## src/distance_key_matte_top_macros.svh

```systemverilog
// Assertion macros for the distance key matte block
`ifndef DISTANCE_KEY_MATTE_TOP_MACROS_SVH
`define DISTANCE_KEY_MATTE_TOP_MACROS_SVH

// property that must hold whenever reset is released
`define DKM_ASSERT(label, prop, msg) \
  label: assert property (@(posedge clk_i) disable iff (!rst_ni) (prop)) else $error(msg);

// implication checked in the next cycle
`define DKM_ASSERT_NEXT(label, cond, prop, msg) \
  label: assert property (@(posedge clk_i) disable iff (!rst_ni) (cond) |=> (prop)) \
    else $error(msg);

`endif

```

## src/dkm_pkg.sv

```systemverilog
// Package: widths and stage depths for the distance key matte
`timescale 1ns / 1ps
package dkm_pkg;
  localparam int unsigned ChW   = 16;
  localparam int unsigned DiffW = 17;
  localparam int unsigned SumW  = 34;
  localparam int unsigned DistW = 17;
  localparam int unsigned SqrtSteps = 17;  // one result bit per stage
  localparam int unsigned DivSteps  = 16;  // one quotient bit per stage

  typedef enum logic {
    REG_TOLERANCE = 1'b0,
    REG_FALLOFF   = 1'b1
  } reg_idx_e;

  typedef struct packed {
    logic [ChW-1:0] tol;
    logic [ChW-1:0] fo;
    logic [ChW-1:0] alpha;
  } side_t;
endpackage

```

## src/dkm_sqrt_pipe.sv

```systemverilog
// Pipelined restoring square root, one result bit per stage, with sideband
`timescale 1ns / 1ps
module dkm_sqrt_pipe (
  input  logic                         clk_i,
  input  logic                         rst_ni,
  input  logic                         adv_i,
  input  logic                         valid_i,
  input  logic [dkm_pkg::SumW-1:0]     sum_i,
  input  dkm_pkg::side_t               side_i,
  output logic                         valid_o,
  output logic [dkm_pkg::DistW-1:0]    dist_o,
  output dkm_pkg::side_t               side_o
);
  import dkm_pkg::*;

  logic [SqrtSteps:0]                 vld_q;
  logic [SqrtSteps:0][SumW-1:0]       rem_q;
  logic [SqrtSteps:0][DistW-1:0]      root_q;
  logic [SqrtSteps:0][SumW-1:0]       val_q;
  side_t [SqrtSteps:0]                side_q;

  assign vld_q[0]  = valid_i;
  assign rem_q[0]  = '0;
  assign root_q[0] = '0;
  assign val_q[0]  = sum_i;
  assign side_q[0] = side_i;

  for (genvar s = 0; s < SqrtSteps; s++) begin : g_stage
    logic [SumW+1:0] trial;
    logic [SumW+1:0] rem_sh;
    logic [SumW-1:0] rem_d;
    logic [DistW-1:0] root_d;
    always_comb begin
      // bring down the next two radicand bits
      rem_sh = {rem_q[s], val_q[s][SumW-1 -: 2]};
      trial  = {{(SumW+2-DistW-2){1'b0}}, root_q[s], 2'b01};
      if (rem_sh >= trial) begin
        rem_d  = SumW'(rem_sh - trial);
        root_d = {root_q[s][DistW-2:0], 1'b1};
      end else begin
        rem_d  = SumW'(rem_sh);
        root_d = {root_q[s][DistW-2:0], 1'b0};
      end
    end
    always_ff @(posedge clk_i or negedge rst_ni) begin
      if (!rst_ni) begin
        vld_q[s+1] <= 1'b0;
      end else if (adv_i) begin
        vld_q[s+1] <= vld_q[s];
      end
    end
    always_ff @(posedge clk_i) begin
      if (adv_i) begin
        rem_q[s+1]  <= rem_d;
        root_q[s+1] <= root_d;
        val_q[s+1]  <= {val_q[s][SumW-3:0], 2'b00};
        side_q[s+1] <= side_q[s];
      end
    end
  end

  assign valid_o = vld_q[SqrtSteps];
  assign dist_o  = root_q[SqrtSteps];
  assign side_o  = side_q[SqrtSteps];
endmodule

```

## config.mk

```make
export PLATFORM = sky130hd
export DESIGN_NAME = dkm_sqrt_pipe
export DESIGN_NICKNAME = d
export VERILOG_FILES = /design/src/distance_key_matte_top_macros.svh /design/src/dkm_pkg.sv /design/src/dkm_sqrt_pipe.sv
export SDC_FILE = /design/constraint.sdc
export NUM_CORES = 2
export LEC_CHECK = 0
export ABC_AREA = 1
export ABC_CLOCK_PERIOD_IN_PS = 4850
export BUFFER_PORTS_ARGS = -buffer_cell sky130_fd_sc_hd__buf_2
export CORE_ASPECT_RATIO = 1.25
export CORE_MARGIN = 5
export CORE_UTILIZATION = 35
export CTS_CLUSTER_SIZE = 8
export DETAILED_ROUTE_END_ITERATION = 12
export PLACE_DENSITY = 0.56
export SYNTH_ARGS = -nofsm -noshare
export SYNTH_HDL_FRONTEND = slang
export SYNTH_SLANG_ARGS = --single-unit
```

## constraint.sdc

```tcl
create_clock -name clk_i -period 4.85 [get_ports clk_i]
set_clock_uncertainty 0.1 [all_clocks]
set_input_delay 0.7275 -clock clk_i [delete_from_list [all_inputs] [get_ports clk_i]]
set_output_delay 0.7275 -clock clk_i [all_outputs]
set_load 0.03 [all_outputs]
```

==> reports/metrics.cfg <==
[sta]
finalCritPeriodShare_pct=66.79
tightest_slew_ns=1.324
setup_viol=0
rsz0062_at_grt=no
timing.fmax_mhz=308.7
timing.final.ws_setup_ns=1.611
drv_slew=0
finalHoldViolCount=0
period_needed_ns=3.239
setup-tns-final_ns=0
slew_headroom_pct=11.76

[placement]
dp.final_hpwl_mm=144.0
dp.cells=9793
gp_congestion=0.9024
dp_slack_ns=1.596
port_buffers=151

[setup_path]
crit_path_max_fanout=38
cpPeakStageDelay_ns=0.76
ff2ff_setup_slack_ns=1.61
startpoint_type=flop
regToRegEndpoint=g_stage[8].rem_sh[16]
crit_end=g_stage[8].rem_sh[16]
cp_num_buf_inv=2
arrival_ns=3.67
r2r-start=g_stage[7].rem_sh[5]
reg2reg_depth=11
crit_path_start=g_stage[7].rem_sh[5]
cp.required_ns=5.28
crit_path_end_kind=flop
crit_type=flop to flop
cp_slowest_cell=nor2_4
critPathTopFamily=simple AND/OR/NAND/NOR gates
path_cells=ha_1 > a21oi_1 > nor2_1 > nor2_1 > nand2_1 > nand2_1 > nand3_1 > nor2_4 > inv_2 > o21ai_1 > inv_1
path_depth=11

[worst_hold_path]
min_path_cells=1
hp-class=primary input to flop

[clocking]
cts_made_buffers=249
cts.sinks=1751
clkTransAtPathRegs_ns=0.05
post_cts_buffers=0
cts_tree=yes
worstSkewPairLatency_ns=0.89
cts_root_buffer=clkbuf_16
cts_resized=0
h-tree-depth=4
clockBufferDepth=4

[synthesis]
synth_cells=6782
syn-num-nets=7040
ys_async_sr_fraction_pct=0.9709
synth_edf_count=1734
yosys_warnings=0
syn_area_mm2=0.07681
yosysSeqAreaShare_pct=68.34
synth-seq-cells=1751
synth_cell_types=54
postSynthAreaPerCell_um2=11.33
yosys_most_used_dff=edfxtp_1

[route]
drc=0
first_pass_iters=7
postRouteAntennaNets=0
routed_wl_mm=192.1
avgViaCountPerCell=4.717
drt_iter0_drc=2993
num_vias=47980
routed_wire_length_per_instance_um=18.89

[layout]
nFillCells=20923
stdcell_count=10171
syn_to_final_growth_pct=15.16
nets=7477
drive_gt1_share_pct=8.196

[global_routing]
grt_pass1_vias=49008
antenna_found_initial=1
grt-ovfl-total=0
grt_pass1_wl_mm=291.7
gr-usage-all-layers_pct=16.43
grt_max_degree=150

[floorplanning]
initial_core_util_pct=35.14
io_pins=152
dieWidth_um=429.0
coreArea_mm2=0.2186
dieArea_mm2=0.2290
rows=192
dieHeight_um=533.8

[power_and_ir_drop]
power_density_mw_per_mm2=432.6
peakVddDrop_mv=0.3109
p_leak_nw=34.60

[flow_run]
cap_viol_max_count=0

[outcome]
outcome=completed

-- cell usage after synthesis (3+ instances only) --
| cell type | number | area share (%) |
|---|---|---|
| o21ai_0 | 198 | 1.3 |
| o21a_1 | 5 | 0.049 |
| xor2_1 | 109 | 1.2 |
| edfxtp_1 | 1734 | 68 |
| nor2_4 | 4 | 0.059 |
| a21boi_0 | 3 | 0.029 |
| a21o_1 | 7 | 0.068 |
| and2_1 | 7 | 0.057 |
| nand4_1 | 137 | 1.1 |
| nor2_2 | 17 | 0.14 |
| inv_2 | 16 | 0.078 |
| buf_2 | 22 | 0.14 |
| a211oi_1 | 3 | 0.029 |
| a21oi_1 | 267 | 1.7 |
| nand3_2 | 10 | 0.13 |
| o211ai_1 | 6 | 0.059 |
| o21ai_1 | 33 | 0.22 |
| dfrtp_1 | 17 | 0.55 |
| nand3_4 | 3 | 0.068 |
| or2_1 | 3 | 0.024 |
| nor2_1 | 666 | 3.3 |
| nand3b_1 | 40 | 0.39 |
| and3_1 | 7 | 0.057 |
| clkbuf_1 | 6 | 0.029 |
| nand2_4 | 3 | 0.044 |
| ha_1 | 172 | 2.8 |
| nor3_2 | 7 | 0.091 |
| a31oi_1 | 3 | 0.024 |
| o21bai_1 | 14 | 0.14 |
| o2111ai_1 | 3 | 0.034 |
| nor4_1 | 10 | 0.081 |
| nand2_1 | 1586 | 7.8 |
| or2_2 | 15 | 0.12 |
| o21ai_2 | 7 | 0.080 |
| inv_1 | 931 | 4.5 |
| xnor2_1 | 100 | 1.1 |
| buf_6 | 14 | 0.21 |
| nand2_2 | 9 | 0.073 |
| buf_4 | 60 | 0.59 |
| nand3_1 | 349 | 2.3 |
| nor3_1 | 129 | 0.84 |
| nor3b_1 | 7 | 0.068 |
| a21oi_2 | 29 | 0.33 |
-- layer usage --
metal | up-vias | GRT usage [%] | wire, um
li1 | 23772 | - | -
met1 | 22788 | 18.47 | 75560
met2 | 984 | 30.62 | 100500
met3 | 436 | 2.288 | 6503
met4 | 0 | 7.675 | 9606
met5 | - | 0 | 0
-- cells in the final DEF, fill, tap and decap left out, types with 9 or more instances in the layout --
cell / Yosys / final
edfxtp_1: 1734 / 1734
nand2_1: 1586 / 1586
inv_1: 931 / 931
nor2_1: 666 / 665
nand3_1: 349 / 349
a21oi_1: 267 / 267
clkbuf_16: 0 / 251
o21ai_0: 198 / 198
ha_1: 172 / 172
buf_2: 22 / 150
nand4_1: 137 / 137
nor3_1: 129 / 129
xor2_1: 109 / 109
xnor2_1: 100 / 100
dlygate4sd3_1: 0 / 85
buf_4: 60 / 42
nand3b_1: 40 / 40
o21ai_1: 33 / 33
a21oi_2: 29 / 29
clkbuf_1: 6 / 26
dfrtp_1: 17 / 17
nor2_2: 17 / 16
inv_2: 16 / 16
or2_2: 15 / 15
o21bai_1: 14 / 14
buf_12: 0 / 14
nor4_1: 10 / 10
nand3_2: 10 / 10
nand2_2: 9 / 9
-- what timing repair did --
| item | in CTS | in global routing |
|---|---|---|
| endpoints found under the hold margin | 101 | 0 |
| hold buffers | 85 | 0 |
| setup endpoints to repair | 0 | 0 |
-- registers in the layout, summed over array words and instances, names as in the netlist --
name            cells
vld_q              16
side_q            768
dist_o             17
valid_o             1
side_o             48
val_q             240
g_stage.trial     136
g_stage.rem_sh    525
-- worst min-delay path by stage --
stage,slack [ns],start,endpoint
2_1_floorplan,0.30,val_q[336],g_stage[10].rem_sh[0]
3_3_place_gp,0.30,side_q[476],side_q[524]
3_5_place_dp,0.30,val_q[302],g_stage[9].rem_sh[0]
4_1_cts,0.16,adv_i,side_q[49]
5_1_grt,0.09,adv_i,side_q[73]
6_report,0.09,adv_i,side_q[49]
-- power by group --
| part | leakage (nW) | switching (mW) | internal [mW] |
|---|---|---|---|
| Combinational | 14.4 | 3.04 | 1.33 |
| Sequential | 17.0 | 0.768 | 18.1 |
| Clock | 3.22 | 5.87 | 9.11 |
-- kinds of logic (layout without fill, tap and decap cells) --
| group | Yosys count | in the layout | share of synthesized area [%] |
|---|---|---|---|
| and+or+nand+nor | 3012 | 3012 | 16.66 |
| DFF | 1751 | 1751 | 68.34 |
| buffers and inverters | 1053 | 1531 | 5.646 |
| AOI/OAI and AO/OA | 583 | 583 | 4.145 |
| xor gates and xnor gates | 209 | 209 | 2.383 |
| adders and majority gates | 172 | 172 | 2.802 |
| other | 1 | 2 | 0.004882 |
| muxes | 1 | 1 | 0.01466 |
-- through the flow --
stage,hold WS (ns),area (um2),util [%],power [mW]
after floorplan,0.3003,76810,-,21.55
after global placement,0.3001,81040,37.07,23.56
after detailed placement,0.3045,81040,37.07,23.56
after CTS,0.1620,88460,40.46,38.97
after global routing,0.08652,88460,40.46,40.11
final,0.09335,88460,40.46,38.27
-- area by class of cell --
type | instances | area (um2) | share of cell area, %
multi-input combinational | 3978 | 20000 | 22.60
timing repair buffer | 291 | 2197 | 2.484
tap | 2910 | 3641 | 4.116
clock inverter | 15 | 187.7 | 0.2122
antenna | 1 | 2.502 | 0.002829
sequential | 1751 | 52500 | 59.34
clock buffer | 277 | 6379 | 7.211
inverter | 948 | 3561 | 4.026
No activity file was read; power rests on OpenSTA's default activity.
