**src/distance_key_matte_top_macros.svh**
```systemverilog
// Assertion macros for the distance key matte block
`ifndef DISTANCE_KEY_MATTE_TOP_MACROS_SVH
`define DISTANCE_KEY_MATTE_TOP_MACROS_SVH

// property that must hold whenever reset is released
`define DKM_ASSERT(label, prop, msg) \
  label: assert property (@(posedge clk_i) disable iff (!rst_ni) (prop)) else $error(msg);

// implication checked in the next cycle
`define DKM_ASSERT_NEXT(label, cond, prop, msg) \
  label: assert property (@(posedge clk_i) disable iff (!rst_ni) (cond) |=> (prop)) \
    else $error(msg);

`endif

```
**src/dkm_pkg.sv**
```systemverilog
// Package: widths and stage depths for the distance key matte
`timescale 1ns / 1ps
package dkm_pkg;
  localparam int unsigned ChW   = 16;
  localparam int unsigned DiffW = 17;
  localparam int unsigned SumW  = 34;
  localparam int unsigned DistW = 17;
  localparam int unsigned SqrtSteps = 17;  // one result bit per stage
  localparam int unsigned DivSteps  = 16;  // one quotient bit per stage

  typedef enum logic {
    REG_TOLERANCE = 1'b0,
    REG_FALLOFF   = 1'b1
  } reg_idx_e;

  typedef struct packed {
    logic [ChW-1:0] tol;
    logic [ChW-1:0] fo;
    logic [ChW-1:0] alpha;
  } side_t;
endpackage

```
**src/dkm_ramp_pipe.sv**
```systemverilog
// Band test and pipelined restoring divider for the alpha ramp
`timescale 1ns / 1ps
module dkm_ramp_pipe (
  input  logic                         clk_i,
  input  logic                         rst_ni,
  input  logic                         adv_i,
  input  logic                         valid_i,
  input  logic [dkm_pkg::DistW-1:0]    dist_i,
  input  dkm_pkg::side_t               side_i,
  output logic                         valid_o,
  output logic [dkm_pkg::ChW-1:0]      alpha_o
);
  import dkm_pkg::*;

  typedef enum logic [1:0] {
    SEL_ZERO  = 2'd0,
    SEL_RAMP  = 2'd1,
    SEL_ALPHA = 2'd2
  } sel_e;

  // entry stage: classify distance against the band
  logic       vld0_q;
  sel_e       sel0_q;
  logic [ChW-1:0] num0_q;
  logic [ChW-1:0] fo0_q;
  logic [ChW-1:0] a0_q;
  logic [DistW-1:0] hi_w;
  logic [DistW-1:0] off_w;
  sel_e       sel_w;

  always_comb begin
    hi_w  = DistW'(side_i.tol) + DistW'(side_i.fo);
    off_w = dist_i - DistW'(side_i.tol);
    if (dist_i < DistW'(side_i.tol)) sel_w = SEL_ZERO;
    else if (dist_i < hi_w)          sel_w = SEL_RAMP;
    else                              sel_w = SEL_ALPHA;
  end

  always_ff @(posedge clk_i or negedge rst_ni) begin
    if (!rst_ni) begin
      vld0_q <= 1'b0;
    end else if (adv_i) begin
      vld0_q <= valid_i;
    end
  end
  always_ff @(posedge clk_i) begin
    if (adv_i) begin
      sel0_q <= sel_w;
      num0_q <= off_w[ChW-1:0];  // below falloff inside the band
      fo0_q  <= side_i.fo;
      a0_q   <= side_i.alpha;
    end
  end

  // divider: (num << 16) / fo, one quotient bit per stage
  logic [DivSteps:0]              vld_q;
  sel_e [DivSteps:0]              sel_q;
  logic [DivSteps:0][ChW-1:0]     rem_q;
  logic [DivSteps:0][ChW-1:0]     quo_q;
  logic [DivSteps:0][ChW-1:0]     fo_q;
  logic [DivSteps:0][ChW-1:0]     a_q;

  assign vld_q[0] = vld0_q;
  assign sel_q[0] = sel0_q;
  assign rem_q[0] = num0_q;
  assign quo_q[0] = '0;
  assign fo_q[0]  = fo0_q;
  assign a_q[0]   = a0_q;

  for (genvar s = 0; s < DivSteps; s++) begin : g_div
    logic [ChW:0]   sh;
    logic [ChW-1:0] rem_d;
    logic           bit_d;
    always_comb begin
      sh = {rem_q[s], 1'b0};
      if (sh >= {1'b0, fo_q[s]}) begin
        rem_d = ChW'(sh - {1'b0, fo_q[s]});
        bit_d = 1'b1;
      end else begin
        rem_d = sh[ChW-1:0];
        bit_d = 1'b0;
      end
    end
    always_ff @(posedge clk_i or negedge rst_ni) begin
      if (!rst_ni) begin
        vld_q[s+1] <= 1'b0;
      end else if (adv_i) begin
        vld_q[s+1] <= vld_q[s];
      end
    end
    always_ff @(posedge clk_i) begin
      if (adv_i) begin
        sel_q[s+1] <= sel_q[s];
        rem_q[s+1] <= rem_d;
        quo_q[s+1] <= {quo_q[s][ChW-2:0], bit_d};
        fo_q[s+1]  <= fo_q[s];
        a_q[s+1]   <= a_q[s];
      end
    end
  end

  logic [ChW-1:0] ramp_w;
  logic [ChW-1:0] a_w;
  assign ramp_w = quo_q[DivSteps];
  assign a_w    = a_q[DivSteps];

  always_comb begin
    case (sel_q[DivSteps])
      SEL_ZERO: alpha_o = '0;
      SEL_RAMP: alpha_o = (ramp_w < a_w) ? ramp_w : a_w;
      default:  alpha_o = a_w;
    endcase
  end
  assign valid_o = vld_q[DivSteps];
endmodule

```
**config.mk**
```make
export PLATFORM = sky130hd
export DESIGN_NAME = dkm_ramp_pipe
export DESIGN_NICKNAME = d
export VERILOG_FILES = /design/src/distance_key_matte_top_macros.svh /design/src/dkm_pkg.sv /design/src/dkm_ramp_pipe.sv
export SDC_FILE = /design/constraint.sdc
export NUM_CORES = 1
export LEC_CHECK = 0
export BUFFER_PORTS_ARGS = -buffer_cell sky130_fd_sc_hd__clkbuf_2
export CAP_MARGIN = 20
export CORE_MARGIN = 2
export CORE_UTILIZATION = 62
export DETAILED_ROUTE_END_ITERATION = 10
export GPL_ROUTABILITY_DRIVEN = 0
export PLACE_DENSITY = 0.9
export SLEW_MARGIN = 20
export SYNTH_ARGS = -nofsm -noshare
export SYNTH_HDL_FRONTEND = slang
export SYNTH_SLANG_ARGS = --single-unit
```
**constraint.sdc**
```tcl
create_clock -name clk_i -period 5.55 [get_ports clk_i]
set_input_delay 1.11 -clock clk_i [delete_from_list [all_inputs] [get_ports clk_i]]
set_output_delay 1.11 -clock clk_i [all_outputs]
set_load 0.01 [all_outputs]
```
==> results of run 1 <==
-- power groups by stage --
stage / Sequential [mW] / Combinational, mW / Clock [mW]
6_report: 10.9 / 10.7 / 6.52
5_1_grt: 11.0 / 11.5 / 6.83
4_1_cts: 10.9 / 10.5 / 6.56
3_5_place_dp: 10.9 / 9.91 / 0
3_3_place_gp: 10.8 / 9.26 / 0
2_1_floorplan: 10.6 / 7.87 / 0
-- through the flow --
step / utilization / setup WS, ns / hold slack (ns)
floorplan: - / 1.13 / 0.400
global placement: 0.649 / 0.608 / 0.400
detailed placement: 0.649 / 0.445 / 0.405
CTS: 0.690 / 0.917 / 0.380
global route: 0.690 / 0.740 / 0.416
finish: 0.690 / 0.907 / 0.389
-- critical path: stages, from the launching register on --
cell      delay [ns]
edfxtp_1        0.41
ha_1            0.34
a21o_1          0.18
a21o_1          0.19
a21oi_1         0.15
o21ai_0         0.11
a221o_1         0.43
nor4b_4         0.68
a32o_1          0.26
clkbuf_2        0.14
-- synthesized netlist by cell type (all sizes together), types with 18 or more instances --
master     n
edfxtp   954
inv      367
ha       318
o21ai    230
nand2    219
a21oi    192
nor2     155
mux2     131
xnor2    122
a21o      64
xor2      60
nand2b    51
nand3     51
nor3      45
o21a      45
nor2b     41
nand4     35
buf       34
a31oi     30
a211oi    28
o31ai     26
clkbuf    24
a2111oi   20
o31a      18
-- how the worst min path moves through the flow --
| stage | endpoint | cells past startpoint | slack [ns] | from |
|---|---|---|---|---|
| floorplan | a_q[100]$_DFFE_PP_ | 0 | 0.40 | a_q[84]$_DFFE_PP_ |
| global placement | quo_q[201]$_DFFE_PP_ | 0 | 0.40 | quo_q[184]$_DFFE_PP_ |
| detailed placement | a_q[161]$_DFFE_PP_ | 0 | 0.40 | a_q[145]$_DFFE_PP_ |
| CTS | vld_q[14]$_DFFE_PN0P_ | 1 | 0.38 | rst_ni |
| global route | vld_q[15]$_DFFE_PN0P_ | 1 | 0.42 | rst_ni |
| finish | vld_q[14]$_DFFE_PN0P_ | 1 | 0.39 | rst_ni |
-- flip-flops by register name (all words and copies together), names as in the netlist, 2 cells and up --
register	cells
a0_q	16
a_q	240
a_w	16
fo0_q	16
fo_q	240
g_div.sh	240
num0_q	16
quo_q	120
ramp_w	16
sel0_q	2
sel_q	32
vld_q	15
-- metal layers --
metal / global-route usage / wire length (µm)
met5: 0 / 10
met2: 0.460 / 52200
met4: 0.141 / 6080
met3: 0.0464 / 7440
met1: 0.298 / 36200
-- cells by family (layout without fill, tap and decap cells) --
kind of cell    Yosys count  after routing  synth area share
buf+inv                 425            636            0.0361
mux                     140            140            0.0368
flops                   971            971             0.621
xor+xnor                182            182            0.0341
simple gates            674            674            0.0689
fa+ha+maj               335            335            0.0923
compound gates          763            763             0.111
-- area by class of cell --
cell class | instances | area share
multi-input cells | 2094 | 0.312
well taps | 969 | 0.0236
inverters | 367 | 0.0268
repair buffers | 99 | 0.0122
flip-flops and latches | 971 | 0.565
clock buffers | 121 | 0.0475
clock inverters | 49 | 0.0129
==> results list, run 1 <==
* Most common cell after layout, fill and taps aside: edfxtp_1
* Clock Sink Count: around 970
- Summing all placed instances gives a cell area of approximately 48000 µm².
- Setup slack on the worst reg-to-reg path comes out at between 1.5 and 2 ns.
- The die covers approximately 78000 µm².
* Number of core rows: 100
- Avg Inst Size Synth: 13.4 µm²
* Post-route standard cell area excluding fillers: around 51000 µm²
- Antenna cells: 0
* Finished Layout Cells: 4670
- Number of synthesis warnings: 0
- Cts bufs inserted: 91
* Biggest area contributors in the synthesized netlist: edfxtp_1 61%, ha_1 8.5%, inv_1 2.9%
- Biggest area consumer among synthesized cells: edfxtp_1
* Share of synthesized area occupied by flip-flops and latches: 0.621
- Layout-stage area growth over the synthesis result: 9.97%
- Areal power density over the cells: 547 nW/µm²
- Depth of the CTS H-tree: 3
- Number of routed nets with antenna violations: 0
- Cell at the root of the clock tree: clkbuf_16
- Entering global routing, the biggest net connects ~140 pins.
- Top achievable clock speed: between 0.2 and 0.25 GHz
- Number of detailed-route iterations in the first pass: 8
- Die outline height: about 280 µm
- Top FF cell, synth: edfxtp_1
* Post-CTS repair timing setup buffer count: 0
- Endpoint class of the critical path: primary output
* FF+latch count, synth: 971
* FF+latch area: ~29000 µm²
- Setup violations remaining at the end of the flow were counted as 0.
- Post-synthesis cell count: 3490
* Relative contribution of combinational cells to total power: 0.381
- Starting Density: 0.628
- Counting flops with an async set or reset pin after synthesis yields a share of 0.0175.
- Actual slew at the worst max-slew pin: 1.13 ns
* Net count after synthesis: 3894
* Input/output buffers: 85
- Setup repair after global routing left no endpoint under its margin.
- Summing all multi-input logic gate instances after layout gives between 15000 and 20000 µm².
* Chip width: 279 µm
- The worst setup path is launched from a register.
* Result of the run: complete, no violations
- Critical setup path kind: register to primary output
- The number of hold buffers added after CTS was 0.
* Peak fanout along the critical path: 15
- Final total negative setup slack: 0 ns
- The synthesized netlist occupies a cell area of 46800 µm².
* Ratio of cells with drive above 1 in the final layout: 0.113
* Clk network pwr share: 0.232
- The number of max-slew violations in the final report is 0.
- Psw: a little under 10 mW
- Post-synth top area share: 0.612
* Worst skew pair latency: about 0.67 ns
- First-pass GRT wire length: between 150000 and 200000 µm
- In this run the worst setup path begins at ramp_w[5]$_DFFE_PP_.
- After detailed routing, the total wire length is 102000 µm.
- On the final layout, the worst clock skew is approximately 0.030 ns.
- Number of placed instances, taps included: 4500
* Wire length per cell: about 22 µm
- Leaving out fill and tap cells, the most frequent cells in the layout are 954 x edfxtp_1, 365 x inv_1, 318 x ha_1.
- Int Pwr: 18.4 mW
- CTS clk-pin slew, worst paths: 0.06 ns
* Number of antenna violations at the first check in global routing: 1
- In this run the critical register-to-register path is captured at g_div[1].sh[16]$_DFFE_PP_.
- Max-Slew Margin vs Limit: 0.244
- Period utilisation layout: 0.837
* Final-stage net count: 4028
* Type of the worst min-delay path: primary input to async pin
- In this run, the number of DRC markers left after iteration 0 of detailed routing was around 3800.
* Proportion of power drawn by flip-flops and latches: 0.387
- Max Cap Viol: 0
- The final count of hold timing violations is 0.
* Worst vdd rail ir drop: approximately 0.3 mV
* Reg-to-Reg Start: fo0_q[1]$_DFFE_PP_
- The layout has ~4400 filler cells.
- In this run the static leakage power is just over 20 nW.
- At the worst endpoint, the arrival time is 3.53 ns.
- Top-level port count: 86
- Post-CTS repair changed the size of 0 cells.
- Summing internal, switching and leakage power gives 28.2 mW.
* TritonCTS clock tree: built
- Switching fraction of total power: 0.347
* Via total after detailed routing: between 20000 and 30000
- Vias per std cell: 6.34
* Floorplan core area: 74600 µm²
* Overall Global Routing Usage: 0.259
- Yosys mapped the design onto between 70 and 80 distinct sky130hd cell types.
- End of the critical path: alpha_o[8]
- Yosys mapped a number of flops with a built-in enable equal to ~950.
- The via count of the first global-routing pass was ~30000.
- At the worst endpoint, the required time is between 4 and 5 ns.
- Number of cells traversed by the worst register-to-register path: 10
- Gr ovfl total: 0
* DP Wirelength: about 63000 µm
- For this run, design rule violations remaining after detail routing come to 0.
- Largest buffer count on any clock path: 3
- For the finished layout, the period the worst path requires is about 4.6 ns.
Power figures use the tool's default switching activity.
==> run 2: changes to the inputs <==
Clock period 5.55 ns to 4.83 ns, I/O delays scaled along.
==> results list, run 2 (synthesized netlist as in run 1, its figures left out) <==
- Worst EP arrival: 3.44 ns (-0.09 ns)
* Lkg Pwr: 20.5 nW (+0.27%)
* Top-level port count: 86 (unchanged)
- The count of input and output buffers came to 85 (unchanged).
* Drt initial violations: 3682 (-2.5%)
- In the finished design, the share of the clock period the worst path needs comes to 0.913.
- The ratio of routed vias to standard cells was 6.34 (about the same).
- Worst skew pair latency: 0.69 ns (+0.02 ns)
- The final setup violation count came to 0 (unchanged).
* Gr ovfl total: 0 (unchanged)
- The wire length per cell after detailed routing was 22.0 µm (+0.68%).
- The count of maximum capacitance violations came to 0 (unchanged).
- Number of antenna violations at the first check in global routing: 1 (unchanged)
- Fill cell count: 4340 (-0.78%)
- Relative to the synthesized area, the layout overhead comes to 10.1%.
- Derived from the worst setup path, the maximum achievable clock frequency is between 0.2 and 0.25 GHz.
- Die outline height: 279 µm (unchanged)
- Final Util: 0.691 (+0.000990)
- The area of the die came to 77700 µm² (unchanged).
* Number of core rows: 100 (unchanged)
* Quantity of hold-fixing buffers added after cts: 0 (unchanged)
- The clock edge transition at the registers on the reported setup and hold paths is 0.06 ns (about the same).
- First-pass GRT wire length: 160000 µm (+0.60%)
* Cells along the critical path: inv_1 -> ha_1 -> a21o_1 -> a21o_1 -> a21oi_1 -> o21ai_0 -> a221o_1 -> nor4b_4 -> a32o_1 -> clkbuf_2
* Antenna cells: 0 (unchanged)
* Kind of cell with the highest combined delay on the critical path: compound AO/OA/AOI/OAI gates
- Floorplan core area: 74600 µm² (unchanged)
- DP Wirelength: 62800 µm (-0.57%)
- Chip width: 279 µm (unchanged)
- Max-Slew Margin vs Limit: 0.282 (+0.0385)
- Number of routed nets with antenna violations: 0 (unchanged)
- Gates resized, CTS repair: 0 (unchanged)
- The number of H-tree branching levels came to 3 (unchanged).
* Via count of the first global-routing pass: 30014 (+0.80%)
- Leaving out fill and tap cells, the most frequent cell in the layout is edfxtp_1.
* Areal power density over the cells: 624 nW/µm² (+14%)
* Highest-count cells in the layout ignoring fill and taps: 954 x edfxtp_1, 365 x inv_1, 318 x ha_1
* Actual slew at the worst max-slew pin: 1.07 ns (-0.0653 ns)
- The most numerous cell type found on the critical path is a21o_1.
- Ratio of cells with drive above 1 in the final layout: 0.119 (+0.00502)
- The highest net fanout along the worst path came to 15 (unchanged).
- Crit path buf inv count: 2 (+1)
- Via total after detailed routing: 29671 (+0.27%)
- Peak per-stage delay on the critical path: 0.65 ns (-0.03 ns)
- The post-route DRC violation count is 0 (unchanged).
* FF+latch area: 29100 µm² (unchanged)
- The CTS buffer count came to 92 (+1.1%).
- The critical path required time came to 3.86 ns (-0.58 ns).
- Routed wire length: 103000 µm (+0.94%)
* Fin. max-slew vios: 0 (unchanged)
* Largest net degree at the start of global routing: 113 (-18%)
* Starting Density: 0.628 (unchanged)
- STA classifies the critical path startpoint as a register.
- The slowest stage of the critical path is the nor4b_4 cell.
- TritonCTS built the clock tree.
- The final-layout worst hold slack came to 0.220 ns (-0.169 ns).
- Type of the worst min-delay path: primary input to async pin
- Min Clock Period, post-route: around 4.4 ns
* Number of detailed-route iterations in the first pass: 8 (unchanged)
* Post-CTS repair timing setup buffer count: 0 (unchanged)
* Unrepaired setup endpoints after global routing: false
- The buffer depth of the longest clock path was 3 (unchanged).
* Overall Global Routing Usage: 0.262 (+0.00313)
* Final-stage net count: 4041 (+0.32%)
* Final Hold Viols: 0 (unchanged)
- Worst Clk Skew: 0.0369 ns (+0.00699 ns)
- The worst setup path is captured at a primary output.
* Area used by multi-input combinational logic: 16100 µm² (unchanged)
- Cell at the root of the clock tree: clkbuf_16
- Worst vdd rail ir drop: 0.392 mV (+27%)
- Clock Sink Count: 971 (unchanged)
- Result of the run: complete, no violations
- The critical path is of the register to primary output type.
## run 2: power by group
part / internal (mW) / switching [mW] / leakage (nW) / total (mW)
Sequential: 11.6 / 0.938 / 9.54 / 12.5
Clock: 3.98 / 3.27 / 1.46 / 7.25
Combinational: 5.27 / 7.10 / 9.48 / 12.4
Total: 20.8 / 11.3 / 20.5 / 32.1
## run 2: final cells by class
class                           count  share of cell area
Timing Repair Buffer              111              0.0153
Tap cell                          969              0.0235
Clock inverter                     48             0.00998
Multi-Input combinational cell   2094               0.312
Sequential cell                   971               0.564
Clock buffer                      122              0.0486
Inverter                          367              0.0267
## run 2: routing by layer
metal,global-route usage,routed length (µm),vias to the layer above
met4,0.147,6240,2
met5,0,7,-
met2,0.466,52400,1772
li1,-,-,13245
met1,0.298,36400,14180
met3,0.0500,7710,472
## run 2: worst paths after layout
kind,to,slack [ns],cells after the start,from
setup / recovery,alpha_o[9],0.42,10,a_w[5]$_DFFE_PP_
min in group clk_i,a_q[180]$_DFFE_PP_,0.40,0,a_q[164]$_DFFE_PP_
setup reg to reg,g_div[8].sh[12]$_DFFE_PP_,1.04,8,g_div[7].sh[13]$_DFFE_PP_
hold / removal,vld_q[13]$_DFFE_PN0P_,0.22,1,rst_ni
max in group asynchronous,vld_q[6]$_DFFE_PN0P_,4.31,1,rst_ni
hold reg to reg,a_q[180]$_DFFE_PP_,0.40,0,a_q[164]$_DFFE_PP_
## run 2: per-stage QoR
stage                     TNS, ns  power, mW  std cells  cell area [µm²]  worst slack [ns]
after detailed placement  -0.0752       23.9       4511            48500           -0.0752
after global placement          0       23.1       4511            48500             0.124
after global routing            0       33.4       4682            51500             0.241
after CTS                       0       31.8       4681            51500             0.440
after floorplan                 0       21.2       3490            46800             0.551
final                           0       32.1       4682            51500             0.422
## run 2: worst reg2reg max path, cell delays in order, from the launching register on
cell	delay (ns)
edfxtp_1	0.43
ha_1	0.47
nand3_1	0.20
or2_2	0.38
nor4_1	0.82
nor2_1	0.15
o211ai_2	0.13
a21oi_4	0.21
o21ai_0	0.69
